<file path="src/rtl/sorted_point_set_with_bounds_unit_macros.svh">
// Assertion helpers shared by the point set RTL.
// Each macro takes a label, the condition(s) and a message string.
// Clock is i_clk, checks are off while i_rst_n is low.
`ifndef SORTED_POINT_SET_WITH_BOUNDS_UNIT_MACROS_SVH
`define SORTED_POINT_SET_WITH_BOUNDS_UNIT_MACROS_SVH

`ifndef NO_ASSERTIONS

// same-cycle implication
`define SPSB_ASSERT_IMP(lbl, ante, cons, msg) \
    lbl: assert property (@(posedge i_clk) disable iff (!i_rst_n) (ante) |-> (cons)) \
        else $error(msg);

// next-cycle implication
`define SPSB_ASSERT_NXT(lbl, ante, cons, msg) \
    lbl: assert property (@(posedge i_clk) disable iff (!i_rst_n) (ante) |=> (cons)) \
        else $error(msg);

`else

`define SPSB_ASSERT_IMP(lbl, ante, cons, msg)
`define SPSB_ASSERT_NXT(lbl, ante, cons, msg)

`endif

`endif

</file>
<file path="src/rtl/spsb_pkg.sv">
package spsb_pkg;

    localparam int COORD_WIDTH  = 8;
    localparam int RADIUS_WIDTH = 8;
    localparam int TOTAL_WIDTH  = 7;

    localparam logic [RADIUS_WIDTH-1:0] RADIUS_RESET = 8'd8;

    typedef logic [1:0] t_cmd;

    localparam t_cmd CMD_QUERY  = 2'd0;
    localparam t_cmd CMD_INSERT = 2'd1;
    localparam t_cmd CMD_REMOVE = 2'd2;
    localparam t_cmd CMD_CLEAR  = 2'd3;

    typedef struct packed {
        t_cmd                          cmd;
        logic signed [COORD_WIDTH-1:0] x;
        logic signed [COORD_WIDTH-1:0] y;
    } t_in_word;

    typedef struct packed {
        logic                          found;
        logic [TOTAL_WIDTH-1:0]        point_total;
        logic signed [COORD_WIDTH-1:0] min_col;
        logic signed [COORD_WIDTH-1:0] min_row;
        logic signed [COORD_WIDTH-1:0] max_col;
        logic signed [COORD_WIDTH-1:0] max_row;
        logic                          is_empty;
        logic                          lacks_origin;
        logic                          exceeds_radius;
        logic                          valid_res;
        logic                          dropped;
    } t_out_word;

    // one table entry, row is the major sort key
    typedef struct packed {
        logic signed [COORD_WIDTH-1:0] row;
        logic signed [COORD_WIDTH-1:0] col;
    } t_point;

    // raw per-item result from the sequencer, before validation
    typedef struct packed {
        logic                          found;
        logic [TOTAL_WIDTH-1:0]        point_total;
        logic signed [COORD_WIDTH-1:0] min_col;
        logic signed [COORD_WIDTH-1:0] min_row;
        logic signed [COORD_WIDTH-1:0] max_col;
        logic signed [COORD_WIDTH-1:0] max_row;
        logic                          is_empty;
        logic                          lacks_origin;
        logic                          dropped;
    } t_stats;

    function automatic logic point_lt(input t_point a, input t_point b);
        return (a.row < b.row) || ((a.row == b.row) && (a.col < b.col));
    endfunction

endpackage

</file>
<file path="src/rtl/spsb_mem.sv">
module spsb_mem #(
    parameter int DEPTH = 64,
    parameter int AW    = 6
) (
    input  logic            i_clk,
    input  logic            i_we,
    input  logic [AW-1:0]   i_waddr,
    input  spsb_pkg::t_point i_wdata,
    input  logic            i_re,
    input  logic [AW-1:0]   i_raddr,
    output spsb_pkg::t_point o_rdata
);
    import spsb_pkg::*;

    t_point r_mem [DEPTH];
    t_point r_rdata;

    always_ff @(posedge i_clk) begin
        if (i_we) begin
            r_mem[i_waddr] <= i_wdata;
        end
        if (i_re) begin
            r_rdata <= r_mem[i_raddr];
        end
    end

    assign o_rdata = r_rdata;

endmodule

</file>
<file path="src/rtl/spsb_ctrl.sv">
`include "sorted_point_set_with_bounds_unit_macros.svh"

module spsb_ctrl #(
    parameter int MAX_POINTS = 64,
    parameter int AW         = 6,
    parameter int CW         = 7
) (
    input  logic             i_clk,
    input  logic             i_rst_n,
    input  logic             i_in_valid,
    input  spsb_pkg::t_in_word i_in_word,
    output logic             o_busy,
    output logic             o_res_valid,
    input  logic             i_res_take,
    output spsb_pkg::t_stats o_stats,
    output logic             o_mem_we,
    output logic [AW-1:0]    o_mem_waddr,
    output spsb_pkg::t_point o_mem_wdata,
    output logic             o_mem_re,
    output logic [AW-1:0]    o_mem_raddr,
    input  spsb_pkg::t_point i_mem_rdata
);
    import spsb_pkg::*;

    localparam logic [2:0] S_IDLE   = 3'd0;
    localparam logic [2:0] S_SCAN   = 3'd1;
    localparam logic [2:0] S_DECIDE = 3'd2;
    localparam logic [2:0] S_SHUP   = 3'd3;
    localparam logic [2:0] S_SHDN   = 3'd4;
    localparam logic [2:0] S_STAT   = 3'd5;
    localparam logic [2:0] S_DONE   = 3'd6;

    localparam logic [CW-1:0] FULL = CW'(MAX_POINTS);

    logic [2:0]    r_state;
    logic [CW-1:0] r_count;
    t_cmd          r_cmd;
    t_point        r_key;
    logic [AW-1:0] r_addr;
    logic          r_issue;
    logic          r_pend;
    logic [AW-1:0] r_rd_addr;
    logic          r_found;
    logic [AW-1:0] r_pos;
    logic [CW-1:0] r_at;
    logic          r_dropped;
    logic          r_first;
    logic          r_origin;
    logic signed [COORD_WIDTH-1:0] r_min_col, r_min_row, r_max_col, r_max_row;

    logic accept;
    logic issue;
    logic last;
    logic walk_done;
    logic [AW-1:0] step_addr;
    logic ins_shift;
    logic rem_shift;

    assign accept = (r_state == S_IDLE) && i_in_valid;
    assign o_busy = (r_state != S_IDLE);

    // insert that must open a slot, remove that must close one
    assign ins_shift = (r_cmd == CMD_INSERT) && !r_found && (r_count != FULL)
                       && (r_at != r_count);
    assign rem_shift = (r_cmd == CMD_REMOVE) && r_found
                       && ((CW'(r_pos) + 1'b1) != r_count);

    // read issue: forward walks stop at count-1, the upward shift walks down to at
    always_comb begin
        issue     = 1'b0;
        last      = 1'b0;
        step_addr = r_addr + 1'b1;
        unique case (r_state) inside
            S_SCAN, S_STAT: begin
                issue = r_issue && (r_count != '0);
                last  = (CW'(r_addr) + 1'b1) == r_count;
            end
            S_SHDN: begin
                issue = r_issue;
                last  = (CW'(r_addr) + 1'b1) == r_count;
            end
            S_SHUP: begin
                issue     = r_issue;
                last      = CW'(r_addr) == r_at;
                step_addr = r_addr - 1'b1;
            end
            default: begin
                issue = 1'b0;
            end
        endcase
    end

    assign walk_done   = !issue && !r_pend;
    assign o_mem_re    = issue;
    assign o_mem_raddr = r_addr;

    always_comb begin
        o_mem_we    = 1'b0;
        o_mem_waddr = r_at[AW-1:0];
        o_mem_wdata = r_key;
        unique case (r_state)
            S_DECIDE: begin
                o_mem_we = (r_cmd == CMD_INSERT) && !r_found && (r_count != FULL)
                           && (r_at == r_count);
            end
            S_SHUP: begin
                if (r_pend) begin
                    o_mem_we    = 1'b1;
                    o_mem_waddr = r_rd_addr + 1'b1;
                    o_mem_wdata = i_mem_rdata;
                end else begin
                    o_mem_we = !r_issue;   // hole is open, drop the new point in
                end
            end
            S_SHDN: begin
                o_mem_we    = r_pend;
                o_mem_waddr = r_rd_addr - 1'b1;
                o_mem_wdata = i_mem_rdata;
            end
            default: begin
                o_mem_we = 1'b0;
            end
        endcase
    end

    // control state
    always_ff @(posedge i_clk) begin
        if (!i_rst_n) begin
            r_state <= S_IDLE;
            r_count <= '0;
        end else begin
            unique case (r_state)
                S_IDLE: begin
                    if (accept) begin
                        r_state <= S_SCAN;
                    end
                end
                S_SCAN: begin
                    if (walk_done) begin
                        r_state <= S_DECIDE;
                    end
                end
                S_DECIDE: begin
                    unique case (r_cmd)
                        CMD_INSERT: begin
                            if (ins_shift) begin
                                r_state <= S_SHUP;
                            end else begin
                                r_state <= S_STAT;
                                if (!r_found && (r_count != FULL)) begin
                                    r_count <= r_count + 1'b1;
                                end
                            end
                        end
                        CMD_REMOVE: begin
                            if (rem_shift) begin
                                r_state <= S_SHDN;
                            end else begin
                                r_state <= S_STAT;
                                if (r_found) begin
                                    r_count <= r_count - 1'b1;
                                end
                            end
                        end
                        CMD_CLEAR: begin
                            r_count <= '0;
                            r_state <= S_STAT;
                        end
                        CMD_QUERY: begin
                            r_state <= S_STAT;
                        end
                        default: begin
                            r_state <= S_STAT;
                        end
                    endcase
                end
                S_SHUP: begin
                    if (walk_done) begin
                        r_count <= r_count + 1'b1;
                        r_state <= S_STAT;
                    end
                end
                S_SHDN: begin
                    if (walk_done) begin
                        r_count <= r_count - 1'b1;
                        r_state <= S_STAT;
                    end
                end
                S_STAT: begin
                    if (walk_done) begin
                        r_state <= S_DONE;
                    end
                end
                S_DONE: begin
                    if (i_res_take) begin
                        r_state <= S_IDLE;
                    end
                end
                default: begin
                    r_state <= S_IDLE;
                end
            endcase
        end
    end

    // walk and datapath registers; pend drops on every cycle without a read
    always_ff @(posedge i_clk) begin
        if (issue) begin
            r_rd_addr <= r_addr;
            r_pend    <= 1'b1;
            if (last) begin
                r_issue <= 1'b0;
            end else begin
                r_addr <= step_addr;
            end
        end else begin
            r_pend <= 1'b0;
        end

        unique case (r_state) inside
            S_IDLE: begin
                if (accept) begin
                    r_cmd     <= i_in_word.cmd;
                    r_key.row <= i_in_word.y;
                    r_key.col <= i_in_word.x;
                    r_found   <= 1'b0;
                    r_pos     <= '0;
                    r_at      <= '0;
                    r_dropped <= 1'b0;
                    r_addr    <= '0;
                    r_issue   <= 1'b1;
                end
            end
            S_SCAN: begin
                if (r_pend) begin
                    if (i_mem_rdata == r_key) begin
                        r_found <= 1'b1;
                        r_pos   <= r_rd_addr;
                    end
                    if (point_lt(i_mem_rdata, r_key)) begin
                        r_at <= r_at + 1'b1;
                    end
                end
            end
            S_DECIDE: begin
                r_issue  <= 1'b1;
                r_first  <= 1'b1;
                r_origin <= 1'b0;
                if ((r_cmd == CMD_INSERT) && !r_found && (r_count == FULL)) begin
                    r_dropped <= 1'b1;
                end
                // insert shift from count-1 down, remove from pos+1 up, others 0
                if (ins_shift) begin
                    r_addr <= AW'(r_count - 1'b1);
                end else if (rem_shift) begin
                    r_addr <= r_pos + 1'b1;
                end else begin
                    r_addr <= '0;
                end
            end
            S_SHUP, S_SHDN: begin
                if (walk_done) begin
                    r_addr  <= '0;
                    r_issue <= 1'b1;
                end
            end
            S_STAT: begin
                if (r_pend) begin
                    r_first <= 1'b0;
                    if (i_mem_rdata == '0) begin
                        r_origin <= 1'b1;
                    end
                    if (r_first || (i_mem_rdata.col < r_min_col)) begin
                        r_min_col <= i_mem_rdata.col;
                    end
                    if (r_first || (i_mem_rdata.col > r_max_col)) begin
                        r_max_col <= i_mem_rdata.col;
                    end
                    if (r_first || (i_mem_rdata.row < r_min_row)) begin
                        r_min_row <= i_mem_rdata.row;
                    end
                    if (r_first || (i_mem_rdata.row > r_max_row)) begin
                        r_max_row <= i_mem_rdata.row;
                    end
                end
            end
            default: begin
                r_first <= r_first;
            end
        endcase
    end

    logic empty;
    assign empty = (r_count == '0);

    assign o_res_valid = (r_state == S_DONE);

    always_comb begin
        o_stats.found        = r_found;
        o_stats.point_total  = TOTAL_WIDTH'(r_count);
        o_stats.min_col      = empty ? '0 : r_min_col;
        o_stats.min_row      = empty ? '0 : r_min_row;
        o_stats.max_col      = empty ? '0 : r_max_col;
        o_stats.max_row      = empty ? '0 : r_max_row;
        o_stats.is_empty     = empty;
        o_stats.lacks_origin = empty || !r_origin;
        o_stats.dropped      = r_dropped;
    end

    `SPSB_ASSERT_IMP(a_count_bound, 1'b1, r_count <= FULL, "point count above table size")
    `SPSB_ASSERT_NXT(a_accept_scan, accept, r_state == S_SCAN, "accepted word did not start scan")
    `SPSB_ASSERT_IMP(a_count_step, !$stable(r_count),
        (r_count == $past(r_count) + 1'b1) || (r_count == $past(r_count) - 1'b1) ||
        (r_count == '0), "point count jumped")

endmodule

</file>
<file path="src/rtl/sorted_point_set_with_bounds_unit.sv">
// Sorted point set with bounding box and validation. Holds up to MAX_POINTS
// distinct signed (col,row) points in one single-port-read, single-port-write
// RAM, kept sorted by row then column. Each input word queries, inserts,
// removes a point or clears the set, and yields exactly one output word with
// the pre-operation hit flag, the new count, the bounding box (zeros when
// empty) and the empty / no-origin / over-radius / valid / dropped flags.
// One word is processed at a time; the input stalls from acceptance until
// the result moves into the output register. The cost is set by the RAM's
// one read and one write port: a lookup walk over the table, a shift walk
// to open or close a slot, and a statistics walk over the new contents. A
// finished word sits in the output register, so the next input word is
// taken while it waits. No clearing pass is needed after reset; only
// entries below the count are ever read. max_radius may be written at any
// idle time, reset value 8.
module sorted_point_set_with_bounds_unit #(
    parameter int MAX_POINTS = 64
) (
    input  logic                 i_clk,
    input  logic                 i_rst_n,
    // input channel
    input  logic                 i_in_valid,
    output logic                 o_in_stall,
    input  spsb_pkg::t_in_word   i_in_word,
    // output channel
    output logic                 o_out_valid,
    input  logic                 i_out_stall,
    output spsb_pkg::t_out_word  o_out_word,
    // max_radius register
    input  logic                 i_cfg_we,
    input  logic [spsb_pkg::RADIUS_WIDTH-1:0] i_cfg_wdata
);
    import spsb_pkg::*;

    localparam int AW = $clog2(MAX_POINTS);
    localparam int CW = $clog2(MAX_POINTS + 1);

    logic [RADIUS_WIDTH-1:0] r_max_radius;

    // RAM hookup
    logic          mem_we;
    logic [AW-1:0] mem_waddr;
    t_point        mem_wdata;
    logic          mem_re;
    logic [AW-1:0] mem_raddr;
    t_point        mem_rdata;

    logic   res_valid;
    logic   res_take;
    t_stats stats;

    logic      r_out_valid;
    t_out_word r_out_word;
    t_out_word n_out_word;

    spsb_mem #(
        .DEPTH (MAX_POINTS),
        .AW    (AW)
    ) u_mem (
        .i_clk   (i_clk),
        .i_we    (mem_we),
        .i_waddr (mem_waddr),
        .i_wdata (mem_wdata),
        .i_re    (mem_re),
        .i_raddr (mem_raddr),
        .o_rdata (mem_rdata)
    );

    spsb_ctrl #(
        .MAX_POINTS (MAX_POINTS),
        .AW         (AW),
        .CW         (CW)
    ) u_ctrl (
        .i_clk       (i_clk),
        .i_rst_n     (i_rst_n),
        .i_in_valid  (i_in_valid),
        .i_in_word   (i_in_word),
        .o_busy      (o_in_stall),
        .o_res_valid (res_valid),
        .i_res_take  (res_take),
        .o_stats     (stats),
        .o_mem_we    (mem_we),
        .o_mem_waddr (mem_waddr),
        .o_mem_wdata (mem_wdata),
        .o_mem_re    (mem_re),
        .o_mem_raddr (mem_raddr),
        .i_mem_rdata (mem_rdata)
    );

    // |v| of a signed coordinate; one extra bit so the most negative value fits
    function automatic logic [COORD_WIDTH:0] mag(input logic signed [COORD_WIDTH-1:0] v);
        logic [COORD_WIDTH:0] ext;
        ext = {v[COORD_WIDTH-1], v};
        return v[COORD_WIDTH-1] ? (~ext + 1'b1) : ext;
    endfunction

    logic [COORD_WIDTH:0] radius_ext;
    logic                 over;

    // radius register is 8 bits against 9-bit magnitudes
    assign radius_ext = (COORD_WIDTH + 1)'(r_max_radius);
    assign over = (mag(stats.min_col) > radius_ext) || (mag(stats.max_col) > radius_ext) ||
                  (mag(stats.min_row) > radius_ext) || (mag(stats.max_row) > radius_ext);

    always_comb begin
        n_out_word.found          = stats.found;
        n_out_word.point_total    = stats.point_total;
        n_out_word.min_col        = stats.min_col;
        n_out_word.min_row        = stats.min_row;
        n_out_word.max_col        = stats.max_col;
        n_out_word.max_row        = stats.max_row;
        n_out_word.is_empty       = stats.is_empty;
        n_out_word.lacks_origin   = stats.lacks_origin;
        n_out_word.exceeds_radius = !stats.is_empty && over;
        n_out_word.valid_res      = !stats.is_empty && !stats.lacks_origin &&
                                    !(!stats.is_empty && over);
        n_out_word.dropped        = stats.dropped;
    end

    // output register loads a ready result whenever it is empty or being drained this cycle
    assign res_take = res_valid && (!r_out_valid || !i_out_stall);

    always_ff @(posedge i_clk) begin
        if (!i_rst_n) begin
            r_out_valid  <= 1'b0;
            r_max_radius <= RADIUS_RESET;
        end else begin
            if (i_cfg_we) begin
                r_max_radius <= i_cfg_wdata;
            end
            if (res_take) begin
                r_out_valid <= 1'b1;
            end else if (!i_out_stall) begin
                r_out_valid <= 1'b0;
            end
        end
    end

    always_ff @(posedge i_clk) begin
        if (res_take) begin
            r_out_word <= n_out_word;
        end
    end

    assign o_out_valid = r_out_valid;
    assign o_out_word  = r_out_word;

endmodule
</file>
<file path="config.mk">
export PLATFORM = sky130hd
export DESIGN_NAME = sorted_point_set_with_bounds_unit
export DESIGN_NICKNAME = d
export VERILOG_FILES = /design/src/rtl/spsb_pkg.sv /design/src/rtl/spsb_mem.sv /design/src/rtl/spsb_ctrl.sv /design/src/rtl/sorted_point_set_with_bounds_unit.sv
export VERILOG_INCLUDE_DIRS = /design/src /design/src/rtl
export SDC_FILE = /design/constraint.sdc
export NUM_CORES = 1
export LEC_CHECK = 0
export BUFFER_PORTS_ARGS = -buffer_cell sky130_fd_sc_hd__buf_2
export CAP_MARGIN = 20
export CORE_MARGIN = 1
export CORE_UTILIZATION = 40
export CTS_CLUSTER_DIAMETER = 30
export DETAILED_ROUTE_END_ITERATION = 8
export PLACE_DENSITY = 0.57
export SLEW_MARGIN = 20
export SYNTH_ARGS = -nofsm -noshare
export SYNTH_HDL_FRONTEND = slang
export SYNTH_HIERARCHICAL = 1
export SYNTH_SLANG_ARGS = --single-unit
export TNS_END_PERCENT = 1
</file>
<file path="constraint.sdc">
create_clock -name i_clk -period 6.4 [get_ports i_clk]
set_clock_uncertainty 0.05 [all_clocks]
set_input_delay 0.32 -clock i_clk [delete_from_list [all_inputs] [get_ports i_clk]]
set_output_delay 0.32 -clock i_clk [all_outputs]
set_load 0.05 [all_outputs]
</file>
==> out/metrics.cfg, run 1 <==
[status]
status = finished clean

[global_routing]
grt_pass1_wl_um = 187000
track_usage_pct = 20.1
grt_max_degree = 92
grt_pass1_vias = 28600
antenna_found_initial = 3
grt_overflow = 0

[floorplanning]
ios = 78
start_util_pct = 40.5
die_area_sq_um = 126000
row_count = 128
die_w_um = 354
core_sq_um = 123000
die_height_um = 354

[sta]
worstMarginPinSlew_ps = 1180
finalCritPeriodShare_pct = 74.1
min_period_ps = 4740
finalMaxSlewViolations = 0
tns_ps = 0
setup_violations = 0
fmax_ghz = 0.211
maxSlewHeadroom_pct = 20.8
rsz0062_at_grt = false
finalHoldViolations = 0

[yosys]
ys.warnings.count = 6
ys_async_sr_fraction_pct = 0
synthCells = 2790
syn-cell-area_sq_um = 49600
synth_area_leader_cell = edfxtp_1
ys_ff_latch = 1185
synth.top_cell.area_share_pct = 70.0
synth_cell_type_count = 80
synth_edf_count = 1158
yosys-top-cells-count = 1,158 x edfxtp_1, 220 x mux4_2, 155 x nor2_1
netlist_top_cells_area = edfxtp_1 70%, mux4_2 10%, ha_1 2.5%
synth.avg_cell_area_sq_um = 17.8
synthFlopType = edfxtp_1
synth_most_common_cell = edfxtp_1
syn_nets = 2920
synth_seq_area_share_pct = 71.1

[critical_path]
crit_buf_inv = 2
cp.arrival_ps = 5150
cp_cell_sequence = inv_1, nor3_1, nor2_1, o21ai_0, nand4_1, nor2_1, buf_4
worstSetupEndpointType = register
worst_path_most_repeated_cell = nor2_1
startpoint = u_ctrl/r_state[0]$_SDFFE_PN0P_
critical_path.top_delay_family = simple AND/OR/NAND/NOR gates
r2r-start = u_ctrl/r_state[0]$_SDFFE_PN0P_
crit_slowest_cell = nand4_1
worstSetupStartpointType = register
worst-path-max-fanout = 17
critPathRequiredTime_ps = 6810
slowest_delay_ps = 890
worstSetupPathType = register to register

[power_and_ir_drop]
p_int_w = 0.0203
swShare_pct = 29.1
seq_power_share_pct = 34.4
vdd_drop_max_mv = 0.262
clock_power_share_pct = 45.3
leakagePower_nw = 20.4
combPwrFrac_pct = 20.3
power_switching_w = 0.00835
p_per_area_nw_per_um2 = 467

[hold_path]
hp-class = primary input to register
hp-start = i_in_word[10]

[clock_tree]
clk_latency_ps = 860
postCtsHoldBufs = 47
cts-resized-gates = 0
post_cts_buffers = 0
cts_tree = done
clockRootBuffer = clkbuf_16
clkTransAtPathRegs_ps = 40
cts_sinks = 1185
cts-buffers-inserted = 275
htreeDepth = 5
clockBufferDepth = 4

[finish]
syn2layout_area_growth_pct = 23.7
nFillCells = 9870
utilization_pct = 50.1
antenna_cells = 0
drive_gt1_share_pct = 26.6
fin_nets = 3281

[run]
maxCapViolations = 0

[detailed_routing]
wl_um = 127000
drtIter0Drc = 2789
drtAntennaViolNets = 0
num_vias = 27600
wl_per_cell_um = 25.5
drt_first_pass_iters = 5
viasPerCell = 5.56
drc_errors = 0

[placement]
port_buffers = 77
place.gp.congestion = 0.905
dp_hpwl_um = 75500

## worst register-to-register path, delay by kind of cell, from the launching register on
| family | cells | cell delay (ps) |
|---|---|---|
| AND/OR/NAND/NOR | 4 | 2340 |
| AO/OA/AOI/OAI | 1 | 780 |
| flip-flops | 1 | 630 |
| buffers and inverters | 2 | 570 |
## flip-flops by register name (all words and copies together) (netlist names), 2 cells and up
name,count
u_mem/r_mem,1024
o_out_word,45
u_ctrl/r_key,16
u_mem/o_rdata,16
r_max_radius,8
u_ctrl/r_max_col,8
u_ctrl/r_max_row,8
u_ctrl/r_min_col,8
u_ctrl/r_min_row,8
u_ctrl/r_at,7
u_ctrl/r_count,7
u_ctrl/o_mem_raddr,6
u_ctrl/r_pos,6
u_ctrl/r_rd_addr,6
u_ctrl/r_state,3
u_ctrl/r_cmd,2
## stage by stage
stage / worst slack (ps) / std cells / total power, W / hold WS (ps) / cell area (sq um)
finish: 1660 / 4971 / 0.0287 / 161 / 61400
global route: 1240 / 4971 / 0.0298 / 128 / 61400
CTS: 1740 / 4971 / 0.0289 / 98.6 / 61400
detailed placement: 1810 / 4452 / 0.0158 / 377 / 52200
global placement: 1980 / 4452 / 0.0156 / 367 / 52200
floorplan: 1220 / 2790 / 0.0138 / 353 / 49600
## placed cells by master, fill, tap and decap left out, types with 15 or more instances in the layout
cell type / synthesis / final
nor2_1: 155 / 150
mux4_2: 220 / 220
a22oi_1: 48 / 48
nor2b_1: 48 / 48
clkbuf_1: 45 / 26
bufinv_16: 0 / 23
nand4_1: 28 / 28
buf_2: 45 / 77
mux2i_1: 94 / 94
clkinv_2: 0 / 42
a221oi_1: 20 / 20
xnor2_1: 48 / 48
inv_6: 0 / 22
a21oi_1: 45 / 45
edfxtp_1: 1158 / 1158
clkinv_4: 0 / 16
clkbuf_16: 0 / 277
a211oi_1: 15 / 15
dfxtp_1: 27 / 22
o21ai_4: 0 / 16
clkinvlp_4: 0 / 31
mux2_2: 27 / 27
clkinv_1: 0 / 28
inv_1: 89 / 89
buf_4: 17 / 96
nor3_1: 19 / 17
dlygate4sd3_1: 0 / 47
ha_1: 98 / 98
nand3_1: 41 / 41
o21ai_0: 60 / 43
nand2_1: 151 / 149
## routing by layer
layer | track usage (%) | part of all wire [%]
met1 | 27.6 | 43
met2 | 31.2 | 47
met3 | 4.39 | 7.3
met4 | 8.21 | 3.2
met5 | 0 | 0
## worst paths after layout
path	endpoint	slack (ps)	cells past startpoint
worst max-delay path	u_mem/r_mem[39][9]$_DFFE_PP_	1660	7
worst min-delay path	u_ctrl/r_key[2]$_DFFE_PP_	160	2
worst max register to register	u_mem/r_mem[39][9]$_DFFE_PP_	1660	7
worst min register to register	o_out_word[0]$_DFFE_PP_	390	0
## final cells by class
cell class,count,area (sq um),area share (%)
clock buffer,306,7070,11.5
tap,1625,2030,3.31
inverter,89,334,0.544
clock inverter,166,1640,2.67
sequential,1185,35300,57.5
multi-input combinational,1375,13300,21.7
timing repair buffer,225,1680,2.73
## kinds of logic (layout without fill, tap and decap cells)
kind of cell	count (synthesis)	after routing	share of synthesized area (%)
adders and majority gates	99	99	2.51
muxes	345	345	12.7
DFF	1185	1185	71.1
xor gates and xnor gates	62	62	1.12
and+or+nand+nor	535	535	5.33
buffers and inverters	230	786	2.50
AOI/OAI and AO/OA	334	334	4.71
## power by group through the flow
stage	clock network, W	logic (W)	registers [W]
6_report	0.0130	0.00582	0.00987
5_1_grt	0.0136	0.00626	0.00990
4_1_cts	0.0132	0.00583	0.00987
3_5_place_dp	0	0.00577	0.0100
3_3_place_gp	0	0.00563	0.00999
2_1_floorplan	0	0.00393	0.00986
Note: power is estimated with default switching activity, not from simulation.
==> run 2, diff against run 1 <==
- ABC_AREA: unset -> 1
- clock period: 6.4 -> 5 ns (I/O delays scaled with it)
==> run 2 against run 1 <==
Net effect:
- die area rose by 4.2%
- non-clock buffer count rose by 41
- setup slack got worse by 740 ps
- combinational power rose by 120%
- final cell count rose by 36%
- hold slack got worse by 68 ps
- first-iteration DRC count rose by 43%
- maximum frequency rose by 16%
- sequential share of layout area fell by 1.7 points
- sequential power rose by 34%
- clock power rose by 27%
- critical endpoint is now u_mem/r_mem[26][1]$_DFFE_PP_
- largest power group unchanged
- highest routed layer unchanged
==> out/metrics.cfg, run 2 <==
[status]
status = finished clean

[yosys]
synthFlopType = edfxtp_1
synth_cell_type_count = 48
synth.top_cell.area_share_pct = 67.2
synthCells = 4626
yosys-top-cells-count = 1,478 x nand2_1, 1,158 x edfxtp_1, 928 x nand3_1
synth_seq_area_share_pct = 68.3
ys.warnings.count = 6
netlist_top_cells_area = edfxtp_1 67%, nand2_1 11%, nand3_1 9.0%
synth_most_common_cell = nand2_1
syn-cell-area_sq_um = 51700
ys_async_sr_fraction_pct = 0
syn_nets = 4756
synth_area_leader_cell = edfxtp_1
synth_edf_count = 1158
ys_ff_latch = 1185
synth.avg_cell_area_sq_um = 11.2

[floorplanning]
die_area_sq_um = 131000
row_count = 131
die_height_um = 362
die_w_um = 362
start_util_pct = 40.5
ios = 78
core_sq_um = 128000

[sta]
finalHoldViolations = 0
setup_ws_ps = 920
hold_slack_ps = 92.8
fmax_ghz = 0.245
finalCritPeriodShare_pct = 81.6
finalMaxSlewViolations = 0
rsz0062_at_grt = false
min_period_ps = 4080
maxSlewHeadroom_pct = 25.5
setup_violations = 0
tns_ps = 0
worstMarginPinSlew_ps = 1120

[placement]
dp_hpwl_um = 84900
pre_cts_slack_ps = 903
place.gp.congestion = 0.872
dp.cells = 6265
port_buffers = 77

[detailed_routing]
viasPerCell = 5.34
drtAntennaViolNets = 0
wl_um = 146000
wl_met1_um = 61500
drt_first_pass_iters = 6
num_vias = 36100
top_layer = met4
dr_wl_met3_um = 11800
drc_errors = 0
wl_met2_um = 67700
wl_per_cell_um = 21.5
drtIter0Drc = 3980

[power_and_ir_drop]
vdd_drop_max_mv = 0.458
leakagePower_nw = 24.0
p_per_area_nw_per_um2 = 669
fin_total_pwr_w = 0.0423

[finish]
nFillCells = 11100
drive_gt1_share_pct = 13.8
fin_nets = 5019
layout_common_cells = 1,478 x nand2_1, 1,158 x edfxtp_1, 928 x nand3_1, 238 x clkbuf_16, 192 x nor2_1
largest-register = u_mem/r_mem
final_cell_count_no_fill = 6761
syn2layout_area_growth_pct = 22.2
final_common_cell = nand2_1
largest_reg_flops = 1024

[critical_path]
worstSetupStartpointType = register
worstSetupEndpointType = register
critPathRequiredTime_ps = 5430
cp.arrival_ps = 4510
worstSetupPathType = register to register
worst-path-max-fanout = 31

[clock_tree]
htreeDepth = 4
clockRootBuffer = clkbuf_16
cts_sinks = 1185
clk_latency_ps = 820
post_cts_buffers = 0
cts-buffers-inserted = 237
cts_tree = done
clockBufferDepth = 3
cts-resized-gates = 0
clkTransAtPathRegs_ps = 50

[global_routing]
track_usage_pct = 22.0
grt_max_degree = 160
grt_pass1_wl_um = 216000
antenna_found_initial = 2
grt_pass1_vias = 34500
grt_overflow = 0

[run]
maxCapViolations = 0

[hold_path]
hp-class = primary input to register

-- run 2: per-layer routing --
metal	vias to the layer above	global-route usage, %
met5	-	0
met4	0	7.78
met3	246	4.56
met2	1526	35.0
met1	17500	29.8
li1	16800	-
-- run 2: timing repair --
action,4_1_cts,5_1_grt
endpoints found under the setup margin,0,0
hold buffers,46,0
hold endpoints to repair,38,0
-- run 2: layout make-up --
class / instances / area [sq um] / share of cell area [%]
Antenna cell: 1 / 2.50 / 0.00396
Clock buffer: 255 / 6020 / 9.52
Clock inverter: 193 / 2500 / 3.95
Inverter: 197 / 766 / 1.21
Multi-Input combinational cell: 3002 / 14400 / 22.7
Sequential cell: 1185 / 35300 / 55.9
Tap cell: 1662 / 2080 / 3.29
Timing Repair Buffer: 266 / 2150 / 3.40
-- run 2: where the power goes --
| group | switching [W] | internal, W |
|---|---|---|
| registers | 0.000551 | 0.0127 |
| logic | 0.00924 | 0.00333 |
| clock network | 0.00540 | 0.0111 |
-- run 2: cell families (layout without fill, tap and decap cells) --
| group | count (synthesis) | after routing | share of synthesized area [%] |
|---|---|---|---|
| DFF | 1185 | 1185 | 68.3 |
| buffers and inverters | 439 | 911 | 4.41 |
| xor gates and xnor gates | 50 | 50 | 0.847 |
| adders and majority gates | 99 | 99 | 2.41 |
| other | 0 | 1 | 0 |
| AOI/OAI and AO/OA | 159 | 159 | 1.76 |
| and+or+nand+nor | 2694 | 2694 | 22.3 |
-- run 2: worst max-delay path, cell delays in order (launching register included) --
cell     delay, ps
dfxtp_1        500
nor2_2          90
nand2_2        150
inv_2          110
nor2_4         120
buf_4          480
a21oi_1        410
inv_1          360
nand4_1        470
buf_4          370
nor2_1         310
buf_4          300
-- run 2: through the flow --
stage          area (sq um)  util [%]
6_report              63200      49.5
5_1_grt               63200      49.5
4_1_cts               63200      49.4
3_5_place_dp          54200      42.4
3_3_place_gp          54200      42.4
2_1_floorplan         51700         -
-- run 2: final timing paths --
check	startpoint	to	slack, ps	cells past startpoint
setup / recovery	u_ctrl/r_state[1]$_SDFFE_PN0P_	u_mem/r_mem[26][1]$_DFFE_PP_	920	11
setup reg to reg	u_ctrl/r_state[1]$_SDFFE_PN0P_	u_mem/r_mem[26][1]$_DFFE_PP_	920	11
hold reg to reg	u_ctrl/r_dropped$_DFFE_PP_	o_out_word[0]$_DFFE_PP_	350	0
hold / removal	i_in_word[1]	u_ctrl/r_key[9]$_DFFE_PP_	90	2
